$ cat config.mk
export PLATFORM = sky130hd
export DESIGN_NAME = chord_identifier
export DESIGN_NICKNAME = d
export VERILOG_FILES = /design/src/chid_pkg.sv /design/src/chid_front.sv /design/src/chid_queue.sv /design/src/chid_back.sv /design/src/chord_identifier.sv
export SDC_FILE = /design/constraint.sdc
export NUM_CORES = 1
export LEC_CHECK = 0
export ABC_AREA = 1
export BUFFER_PORTS_ARGS = -buffer_cell sky130_fd_sc_hd__buf_2
export CORE_MARGIN = 3
export CORE_UTILIZATION = 60
export CTS_BUF_LIST = sky130_fd_sc_hd__clkbuf_4
export DETAILED_ROUTE_END_ITERATION = 7
export PLACE_DENSITY_LB_ADDON = 0.15
export SLEW_MARGIN = 20
export SYNTH_ARGS = -nofsm -noshare
export SYNTH_HDL_FRONTEND = slang
export SYNTH_SLANG_ARGS = --single-unit
export TNS_END_PERCENT = 1
$ cat constraint.sdc
create_clock -name clk -period 11.4 [get_ports clk]
set_clock_uncertainty 0.1 [all_clocks]
set_input_delay 1.14 -clock clk [delete_from_list [all_inputs] [get_ports clk]]
set_output_delay 1.14 -clock clk [all_outputs]
set_load 0.01 [all_outputs]
$ cat src/chid_pkg.sv
package chid_pkg;

	localparam int PC_COUNT = 12;
	localparam int TEMPLATE_COUNT = 13;

	// Reciprocal of twelve for seven-bit values: floor(n / 12) == (n * 43) >> 9.
	localparam int MOD12_RECIP = 43;
	localparam int MOD12_SHIFT = 9;

	localparam logic [6:0] LOWEST_RESET = 7'd127;

	localparam logic [3:0] INTERVAL_FIFTH = 4'd7;
	localparam logic [3:0] INTERVAL_FOURTH = 4'd5;

	localparam logic [3:0] COUNT_SINGLE = 4'd1;
	localparam logic [3:0] COUNT_DYAD = 4'd2;

	localparam logic [4:0] KIND_NONE = 5'd0;
	localparam logic [4:0] KIND_SINGLE = 5'd1;
	localparam logic [4:0] KIND_POWER = 5'd2;
	localparam logic [4:0] KIND_DYAD = 5'd3;
	localparam logic [4:0] KIND_FIRST_TEMPLATE = 5'd4;
	localparam logic [4:0] KIND_POLY = 5'd17;

	// Interval sets, bit i set means i semitones above the root.
	localparam logic [PC_COUNT-1:0] TEMPLATES [TEMPLATE_COUNT] = '{
		12'h091, // major
		12'h089, // minor
		12'h049, // diminished
		12'h111, // augmented
		12'h085, // sus2
		12'h0A1, // sus4
		12'h891, // major seventh
		12'h491, // dominant seventh
		12'h489, // minor seventh
		12'h449, // half-diminished
		12'h249, // diminished seventh
		12'h095, // add9
		12'h0B1  // add11
	};

	// One finished chord waiting to be classified.
	typedef struct packed {
		logic [PC_COUNT-1:0] mask;
		logic [6:0]          lowest;
	} chid_job_t;

	typedef struct packed {
		logic      push;
		chid_job_t job;
	} chid_push_t;

	typedef struct packed {
		logic full;
		logic empty;
	} chid_q_status_t;

	function automatic logic [3:0] mod12(input logic [6:0] n);
		logic [12:0] prod;
		logic [6:0]  quo;
		logic [6:0]  rem;
		prod = 13'(n) * 13'(MOD12_RECIP);
		quo  = 7'(prod >> MOD12_SHIFT);
		rem  = n - 7'(quo * 7'(PC_COUNT));
		return rem[3:0];
	endfunction

	function automatic logic [PC_COUNT-1:0] rot_down(input logic [PC_COUNT-1:0] m,
			input logic [3:0] r);
		logic [2*PC_COUNT-1:0] d;
		d = {m, m} >> r;
		return d[PC_COUNT-1:0];
	endfunction

endpackage

$ cat src/chid_front.sv
module chid_front
	import chid_pkg::*;
(
	input  logic           clk,
	input  logic           arst_n,
	input  logic [6:0]     note,
	input  logic           note_valid,
	input  logic           last,
	input  logic           in_valid,
	output logic           in_stall,
	input  chid_q_status_t q_status,
	output chid_push_t     q_push
);

	logic [PC_COUNT-1:0] mask_q;
	logic [6:0]          lowest_q;
	logic [PC_COUNT-1:0] mask_next;
	logic [6:0]          lowest_next;
	logic                accept;

	// Only a full queue holds the front back.
	assign in_stall = q_status.full;
	assign accept   = in_valid && !in_stall;

	always_comb begin
		mask_next   = mask_q;
		lowest_next = lowest_q;
		if (note_valid) begin
			mask_next = mask_q | (PC_COUNT'(1) << mod12(note));
			if (note < lowest_q) begin
				lowest_next = note;
			end
		end
	end

	assign q_push.push       = accept && last;
	assign q_push.job.mask   = mask_next;
	assign q_push.job.lowest = lowest_next;

	always_ff @(posedge clk or negedge arst_n) begin
		if (!arst_n) begin
			mask_q   <= '0;
			lowest_q <= LOWEST_RESET;
		end else if (accept) begin
			if (last) begin
				mask_q   <= '0;
				lowest_q <= LOWEST_RESET;
			end else begin
				mask_q   <= mask_next;
				lowest_q <= lowest_next;
			end
		end
	end

endmodule

$ cat src/chid_queue.sv
module chid_queue
	import chid_pkg::*;
#(
	parameter int DEPTH = 2
)
(
	input  logic           clk,
	input  logic           arst_n,
	input  chid_push_t     q_push,
	input  logic           pop,
	output chid_job_t      head,
	output chid_q_status_t q_status
);

	localparam int PTR_W = (DEPTH > 1) ? $clog2(DEPTH) : 1;
	localparam int CNT_W = $clog2(DEPTH + 1);

	chid_job_t          slot_q [DEPTH];
	logic [PTR_W-1:0]   wr_ptr_q;
	logic [PTR_W-1:0]   rd_ptr_q;
	logic [CNT_W-1:0]   fill_q;
	logic               do_push;
	logic               do_pop;

	assign q_status.full  = (fill_q == CNT_W'(DEPTH));
	assign q_status.empty = (fill_q == '0);
	assign do_push = q_push.push && !q_status.full;
	assign do_pop  = pop && !q_status.empty;
	assign head    = slot_q[rd_ptr_q];

	function automatic logic [PTR_W-1:0] bump(input logic [PTR_W-1:0] p);
		return (p == PTR_W'(DEPTH - 1)) ? '0 : p + PTR_W'(1);
	endfunction

	always_ff @(posedge clk) begin
		if (do_push) begin
			slot_q[wr_ptr_q] <= q_push.job;
		end
	end

	always_ff @(posedge clk or negedge arst_n) begin
		if (!arst_n) begin
			wr_ptr_q <= '0;
			rd_ptr_q <= '0;
			fill_q   <= '0;
		end else begin
			if (do_push) begin
				wr_ptr_q <= bump(wr_ptr_q);
			end
			if (do_pop) begin
				rd_ptr_q <= bump(rd_ptr_q);
			end
			unique case ({do_push, do_pop})
				2'b10:   fill_q <= fill_q + CNT_W'(1);
				2'b01:   fill_q <= fill_q - CNT_W'(1);
				default: fill_q <= fill_q;
			endcase
		end
	end

endmodule

$ cat src/chid_back.sv
module chid_back
	import chid_pkg::*;
(
	input  logic           clk,
	input  logic           arst_n,
	input  chid_job_t      head,
	input  chid_q_status_t q_status,
	output logic           pop,
	output logic           out_valid,
	input  logic           out_stall,
	output logic [4:0]     chord_kind,
	output logic [3:0]     root_class,
	output logic [3:0]     second_class,
	output logic [3:0]     class_count
);

	logic       out_valid_q;
	logic [4:0] kind_q;
	logic [3:0] root_q;
	logic [3:0] second_q;
	logic [3:0] count_q;

	logic [4:0] kind_c;
	logic [3:0] root_c;
	logic [3:0] second_c;
	logic [3:0] count_c;
	logic [3:0] lo_c;
	logic [3:0] hi_c;
	logic [3:0] gap_c;
	logic       lo_seen;
	logic       found;
	logic [PC_COUNT-1:0] rot [PC_COUNT];

	assign pop = !q_status.empty && (!out_valid_q || !out_stall);

	always_comb begin
		count_c = '0;
		lo_c    = '0;
		hi_c    = '0;
		lo_seen = 1'b0;
		for (int i = 0; i < PC_COUNT; i++) begin
			count_c = count_c + 4'(head.mask[i]);
			if (head.mask[i]) begin
				hi_c = 4'(i);
				if (!lo_seen) begin
					lo_c    = 4'(i);
					lo_seen = 1'b1;
				end
			end
		end
		gap_c = hi_c - lo_c;
	end

	always_comb begin
		for (int r = 0; r < PC_COUNT; r++) begin
			rot[r] = rot_down(head.mask, 4'(r));
		end
	end

	always_comb begin
		kind_c   = KIND_NONE;
		root_c   = '0;
		second_c = '0;
		found    = 1'b0;
		priority if (count_c == '0) begin
			kind_c = KIND_NONE;
		end else if (count_c == COUNT_SINGLE) begin
			kind_c = KIND_SINGLE;
			root_c = hi_c;
		end else if (count_c == COUNT_DYAD) begin
			priority if (gap_c == INTERVAL_FIFTH) begin
				kind_c = KIND_POWER;
				root_c = lo_c;
			end else if (gap_c == INTERVAL_FOURTH) begin
				kind_c = KIND_POWER;
				root_c = hi_c;
			end else begin
				kind_c   = KIND_DYAD;
				root_c   = lo_c;
				second_c = hi_c;
			end
		end else begin
			// First match wins: lowest root, then template order.
			for (int r = 0; r < PC_COUNT; r++) begin
				for (int t = 0; t < TEMPLATE_COUNT; t++) begin
					if (!found && rot[r] == TEMPLATES[t]) begin
						found  = 1'b1;
						kind_c = KIND_FIRST_TEMPLATE + 5'(t);
						root_c = 4'(r);
					end
				end
			end
			if (!found) begin
				kind_c = KIND_POLY;
				root_c = mod12(head.lowest);
			end
		end
	end

	always_ff @(posedge clk) begin
		if (pop) begin
			kind_q   <= kind_c;
			root_q   <= root_c;
			second_q <= second_c;
			count_q  <= count_c;
		end
	end

	always_ff @(posedge clk or negedge arst_n) begin
		if (!arst_n) begin
			out_valid_q <= 1'b0;
		end else if (pop) begin
			out_valid_q <= 1'b1;
		end else if (!out_stall) begin
			out_valid_q <= 1'b0;
		end
	end

	assign out_valid    = out_valid_q;
	assign chord_kind   = kind_q;
	assign root_class   = root_q;
	assign second_class = second_q;
	assign class_count  = count_q;

endmodule

$ cat src/chord_identifier.sv
// Path: the edge that takes the transaction flagged last pushes the finished chord into
// the queue; the back pops it from there and registers the result with out_valid.
// Throughput: one note transaction per cycle while in_stall is low and one chord result
// per cycle while out_stall is low; the queue between front and back absorbs output stalls.
// Reset: arst_n is asynchronous, active low; it empties the queue, drops out_valid,
// and returns the pitch-class set to empty and the lowest note to 127.
//
// Structure. The front end folds each accepted note into a 12-bit pitch-class set and
// keeps the lowest valid note seen. When the transaction flagged last arrives, the note
// it carries is folded in first and the finished chord (set plus lowest note) is pushed
// into a short queue; the front then starts a fresh chord in the very next cycle.
//
// The back end pops one chord at a time and classifies it combinationally: it counts
// the classes, treats single notes and dyads directly, and otherwise tries all twelve
// rotations of the set against the thirteen chord shapes, the lowest root winning and,
// for one root, the earlier shape. A chord matching no shape is reported as poly, rooted
// at the pitch class of its lowest note. The result sits in an output register which
// holds steady while out_valid and out_stall are both high.
//
// The front stalls its input only when the queue is full, which takes QUEUE_DEPTH finished
// chords waiting in the queue while one more is held in the output register.
module chord_identifier
	import chid_pkg::*;
#(
	parameter int QUEUE_DEPTH = 2
)
(
	input  logic       clk,
	input  logic       arst_n,
	input  logic       in_valid,
	output logic       in_stall,
	input  logic [6:0] note,
	input  logic       note_valid,
	input  logic       last,
	output logic       out_valid,
	input  logic       out_stall,
	output logic [4:0] chord_kind,
	output logic [3:0] root_class,
	output logic [3:0] second_class,
	output logic [3:0] class_count
);

	chid_push_t     q_push;
	chid_q_status_t q_status;
	chid_job_t      head;
	logic           pop;

	chid_front u_front (
		.clk        (clk),
		.arst_n     (arst_n),
		.note       (note),
		.note_valid (note_valid),
		.last       (last),
		.in_valid   (in_valid),
		.in_stall   (in_stall),
		.q_status   (q_status),
		.q_push     (q_push)
	);

	// Chords waiting between the accumulator and the classifier.
	chid_queue #(
		.DEPTH (QUEUE_DEPTH)
	) u_queue (
		.clk      (clk),
		.arst_n   (arst_n),
		.q_push   (q_push),
		.pop      (pop),
		.head     (head),
		.q_status (q_status)
	);

	chid_back u_back (
		.clk          (clk),
		.arst_n       (arst_n),
		.head         (head),
		.q_status     (q_status),
		.pop          (pop),
		.out_valid    (out_valid),
		.out_stall    (out_stall),
		.chord_kind   (chord_kind),
		.root_class   (root_class),
		.second_class (second_class),
		.class_count  (class_count)
	);

endmodule

; Word-level counts from Yosys, hierarchy flattened
; Memory sizes are Yosys's and may differ from the RTL's.
; Cells that the tools add are included.
; W data, S select, Z words.
[classes]
n_addsub = 18
mul = 4
order_cmp = 1
eq_ne = 164
shift = 1
mux = 989
bitwise_logic = 2
reduce_logical = 325
[op_table]
columns = operator, n
row1 = $eq A12 B8 Y1 const B, 72
row2 = $mux W5, 147
row3 = $mux W1, 659
row4 = $eq A12 B11 Y1 const B, 36
row5 = $mux W4, 95
row6 = $mux W3, 56
row7 = $logic_and A1 B1 Y1, 160
row8 = $logic_not A1 Y1, 159
row9 = $eq A12 B10 Y1 const B, 12
row10 = $eq A12 B12 Y1 const B, 12
row11 = $eq A12 B7 Y1 const B, 12
row12 = $eq A12 B9 Y1 const B, 12
row13 = $mux W2, 26
row14 = $add A4 B1 Y4, 10
row15 = $mul A7 B6 Y13 const B, 2
row16 = $mux W12, 2
row17 = $mux W7, 3
row18 = $or A12 B12 Y12, 1
row19 = $shl A1 B4 Y12 const A, 1
row20 = $sub A4 B4 Y4, 3
row21 = $eq A4 B3 Y1 const B, 2
row22 = $mul A4 B2 Y2 const B, 2
row23 = $lt A7 B7 Y1, 1
row24 = $reduce_or A5 Y1, 1
row25 = other kinds (16), 18
[totals]
register_bits = 41
mem_bits_rw = 38
inputBits = 13
memories = 1
[memory_table]
columns = memory, depth, word_bits, read_ports, rd_ports_with_merged_regs, wr, line_no
row1 = u_queue.slot_q, 2, 19, 1, 0, 1, chid_queue.sv:18  ; chid_job_t slot_q [DEPTH];

; Logic depth before layout (Yosys ltp)
; An unclocked memory read counts as a cell.
[logic_depth]
depth_word = 949
mapped_depth = 85
ltp_nobuf = 83

; By module
; Synthesis repeated with hierarchy kept, for this count alone.
[unflattened]
hier_cells = 1467
area_unflattened_um2 = 9569.2
[by_module_without_submodules]
columns = module, n_inst, cells_per_inst, area_per_inst_um2, seq_area_each_um2
row1 = chid_back, 1, 1051, 5838.1, 535.5
row2 = chid_front, 1, 284, 2105.8, 484.2
row3 = chid_queue, 1, 132, 1625.3, 1241.2

; Worst setup path after synthesis
; No wires, ideal clock.
[synth_path]
path_kind = register to register
startpoint = reg u_queue.rd_ptr_q
endpoint = reg u_back.root_q[3] (netlist: u_back.root_class[3]), data pin
setup_time_ns = 0.258
t_arrival_ns = 8.815
setup_slack_ns = 2.227
stages_incl_launch_ff = 86
period_less_slack_ns = 9.173
path_cell_list = dfrtp_1 buf_6 inv_4 buf_6 or2_2 o21ai_1 inv_1 ha_1 inv_1 nor2_2 nand3_1 nand2_1 nor2_2 nand4_1 nor2_1 nand4_1 nor2_2 nand4_1 [... 50 more ...] nor2_2 nand4_2 nor2_2 nand4_2 nor2_2 nand4_1 nor2_2 nand4_1 nor2_2 nand4_2 nor2_2 nand4_2 nor2_4 nand3_2 nand2_1 nand2_1 nand2_1 a21oi_1
[synth_rtl]
columns = item, line_no
row1 = from (decl), chid_queue.sv:20  ; logic [PTR_W-1:0] rd_ptr_q;
row2 = from (signal assigned), chid_queue.sv:51  ; rd_ptr_q <= bump(rd_ptr_q);
row3 = to (signal assigned), chid_back.sv:103  ; root_q <= root_c;
row4 = to (decl), chid_back.sv:19  ; logic [3:0] root_q;

==> impl_metrics.csv <==
group,metric,value,unit
pwr,internal-power,1.48,mW
clocking,clkSinkCount,79,
cells_and_area,n_antenna_cell,0,
placed_design,dp_hpwl,24800,um
sta,grt_setup_unrepaired,"false",
critical_path,ff2ff_path_depth,83,
placed_design,dpl_cell_area,9780,um2
routing,drc,0,
sta,drv_slew,0,
critical_path,endpoint,"u_back.root_class[0]",
routing,detail_route.first_pass.iterations,5,
sta,worst_slack,1.29,ns
global_route,grt_pass1_wl,47100,um
cells_and_area,final_cell_area,9920,um2
synth,synthesis.nets,1507,
critical_path,r2r_slack,1.29,ns
critical_path,crit_type,"register to register",
routing,wl_per_cell,18.0,um
pwr,p_seq_share,16.4,%
run,max_cap_viol_count,0,
global_route,grt_pass1_vias,9309,
synth,synth_ff_type,"edfxtp_1",
critical_path,cpMaxStageDelayCell,"dfrtp_2",
pwr,power.density,344,nW/um2
critical_path,worst_setup_path_end_kind,"register",
pwr,swShare,56.6,%
placed_design,placed_cells,1644,
die,io_pins,32,
sta,finalHoldViolations,0,
cells_and_area,fin_nets,1547,
synth,synth_cells,1406,
die,die-area,17200,um2
critical_path,slowest_delay,0.42,ns
clocking,clkTransAtPathRegs,0.12,ns
critical_path,r2r-start,"u_queue.rd_ptr_q",
routing,viasPerCell,5.90,
critical_path,crit_start,"u_queue.rd_ptr_q",
placed_design,place_ws,1.01,ns
critical_path,path_max_fanout,25,
sta,hold_slack,0.405,ns
global_route,antenna_found_initial,0,
global_route,grt_max_degree,26,
pwr,p_leak,4.75,nW
global_route,track_usage,35.3,%
pwr,clkPwrFrac,4.1,%
global_route,grt_overflow,0,
die,die_h,131,um
sta,fin_crit,10.11,ns
synth,syn_area_per_cell,6.67,um2
clocking,cts-root-buf,"clkbuf_4",
die,die_width,131,um
routing,drtIter0Drc,850,
clocking,clk_latency,0.42,ns
hold_path,hp-class,"register to register",
pwr,p_switching,1.93,mW
die,num_rows,45,
synth,ys_async_sr_fraction,30.4,%
critical_path,cp-start-kind,"register",
synth,ys_seq_area_share,24.1,%
clocking,clk_path_buf_depth,2,
synth,yosysUniqueCellTypes,52,
cells_and_area,fin_cells,1662,
outcome,outcome,"finished clean",
sta,setup_tns,0,ns
die,start_util,61.5,%
placed_design,port_buffers,31,
cells_and_area,syn2layout_area_growth,5.73,%
clocking,cts-hold-fix-buffers,0,
synth,synth-seq-cells,79,
critical_path,r2r-end,"u_back.root_class[0]",
clocking,cts_tree,"yes",
clocking,htreeDepth,3,
sta,setup_violations,0,
critical_path,crit_top_cell,"nand4_1",
cells_and_area,drive_gt1_share,10.4,%
critical_path,critPathRequiredTime,11.58,ns
sta,max_freq,98.9,MHz
synth,synth_edf_count,55,
routing,wirelength,29900,um
pwr,p_comb_share,79.6,%
synth,synth.cell_area,9380,um2
pwr,peakVddDrop,0.380,mV
critical_path,arrival,10.29,ns
sta,tightestPinTransition,0.953,ns
synth,yosys_warnings,0,
routing,num_vias,9798,
routing,antenna_left,0,
die,core_area,15300,um2
sta,slew_headroom,35.9,%
clocking,numCtsBuffers,9,
sta,fin_crit_sh,88.7,%
placed_design,place_congestion,1.10,
-- sequential cells by signal, indices dropped and copies added, names as in the netlist --
| name | count |
|---|---|
| u_queue.slot_q | 38 |
| u_front.mask_q | 12 |
| u_front.lowest_q | 7 |
| u_back.chord_kind | 5 |
| u_back.class_count | 4 |
| u_back.root_class | 4 |
| u_back.second_class | 4 |
| u_queue.fill_q | 2 |
| u_back.out_valid | 1 |
| u_queue.rd_ptr_q | 1 |
| u_queue.wr_ptr_q | 1 |
-- final cells by class --
cell class,count,area (um2)
well taps,211,264
flip-flops and latches,79,2260
clock inverters,5,26.3
fillers,1362,5340
repair buffers,39,215
inverters,346,1310
clock buffers,11,82.6
multi-input cells,971,5770
-- critical path, delay by kind of cell, from the launching register on --
| family | cells | cell delay, ns |
|---|---|---|
| simple gates | 75 | 8.40 |
| buf+inv | 5 | 0.53 |
| flops | 1 | 0.42 |
| fa+ha+maj | 1 | 0.26 |
| compound gates | 2 | 0.25 |
-- cell families (layout without fill, tap and decap cells) --
group / Yosys count / after routing / share of synthesized area [%]
adder cells (fa/ha/maj): 88 / 88 / 13.3
XOR/XNOR: 20 / 20 / 1.87
buffers and inverters: 356 / 401 / 14.6
flip-flops: 79 / 79 / 24.1
AO/OA/AOI/OAI: 100 / 100 / 6.76
AND/OR/NAND/NOR: 763 / 763 / 39.3
-- metal layers --
metal,wire length (um),vias up,part of all wire (%),GRT usage (%)
li1,-,4684,-,-
met5,0,-,0,0
met1,11200,4457,38,42.3
met3,2540,138,8.5,7.33
met2,13900,519,47,59.1
met4,2190,0,7.3,19.8
-- power groups by stage --
stage          clock network [mW]  registers (mW)  logic [mW]
3_3_place_gp                    0           0.560        2.57
4_1_cts                     0.142           0.558        2.69
5_1_grt                     0.152           0.565        3.08
2_1_floorplan                   0           0.575        1.93
6_report                    0.139           0.558        2.72
3_5_place_dp                    0           0.562        2.66
-- through the flow --
step,total power [mW],utilization [%]
floorplan,2.50,-
global placement,3.13,64.1
detailed placement,3.22,64.1
CTS,3.38,64.8
global route,3.80,65.0
finish,3.41,65.0
-- layout by cell type, fill, tap and decap left out, types with 6 or more instances in the layout --
master,n
nand2_1,164
xnor2_1,9
ha_1,68
nor4_1,40
nand3_1,80
a22oi_1,7
nand2_4,9
or2_2,8
buf_4,8
inv_1,335
dfstp_2,7
nor2_2,25
fa_1,20
clkbuf_4,11
edfxtp_1,55
nand4_1,74
and3_1,13
nor2_1,246
nand4_2,7
xor2_1,11
a21oi_1,22
nand2_2,23
o211ai_1,7
o31ai_1,6
dfrtp_1,16
o21ai_0,27
nor3_1,59
inv_2,9
buf_2,31
-- worst min path at each step --
stage	startpoint	to	slack (ns)	cells after the start
after CTS	u_front.lowest_q[0]	u_front.lowest_q[0]	0.41	2
final	u_front.lowest_q[0]	u_front.lowest_q[0]	0.40	2
after detailed placement	u_back.out_valid	u_back.out_valid	0.38	2
after global placement	u_back.out_valid	u_back.out_valid	0.38	2
after floorplan	u_queue.wr_ptr_q	u_queue.wr_ptr_q	0.36	1
after global routing	u_queue.wr_ptr_q	u_queue.wr_ptr_q	0.44	1
-- timing repair --
action,in CTS,in global routing
gates resized for setup,0,7
buffers inserted,0,2
setup endpoints to repair,0,8
-- synthesized netlist by cell type, types with 6 or more instances --
| cell type | instances | area [um2] |
|---|---|---|
| o31ai_1 | 6 | 45.0 |
| inv_2 | 9 | 33.8 |
| xnor2_1 | 9 | 78.8 |
| nand3_1 | 80 | 400 |
| nand2_2 | 23 | 144 |
| inv_1 | 336 | 1260 |
| or2_2 | 8 | 50.1 |
| nor2_2 | 24 | 150 |
| a22oi_1 | 7 | 52.6 |
| nand2_1 | 164 | 616 |
| dfrtp_1 | 17 | 425 |
| nand4_2 | 7 | 87.6 |
| a21oi_1 | 22 | 110 |
| o211ai_1 | 7 | 52.6 |
| xor2_1 | 11 | 96.3 |
| fa_1 | 20 | 400 |
| nor2_1 | 247 | 927 |
| ha_1 | 68 | 851 |
| nor3_1 | 59 | 295 |
| edfxtp_1 | 55 | 1650 |
| dfstp_2 | 7 | 184 |
| o21ai_0 | 28 | 140 |
| nand4_1 | 74 | 463 |
| nor4_1 | 40 | 250 |
| nand2_4 | 9 | 101 |
| and3_1 | 13 | 81.3 |
Power figures use the tool's default switching activity.
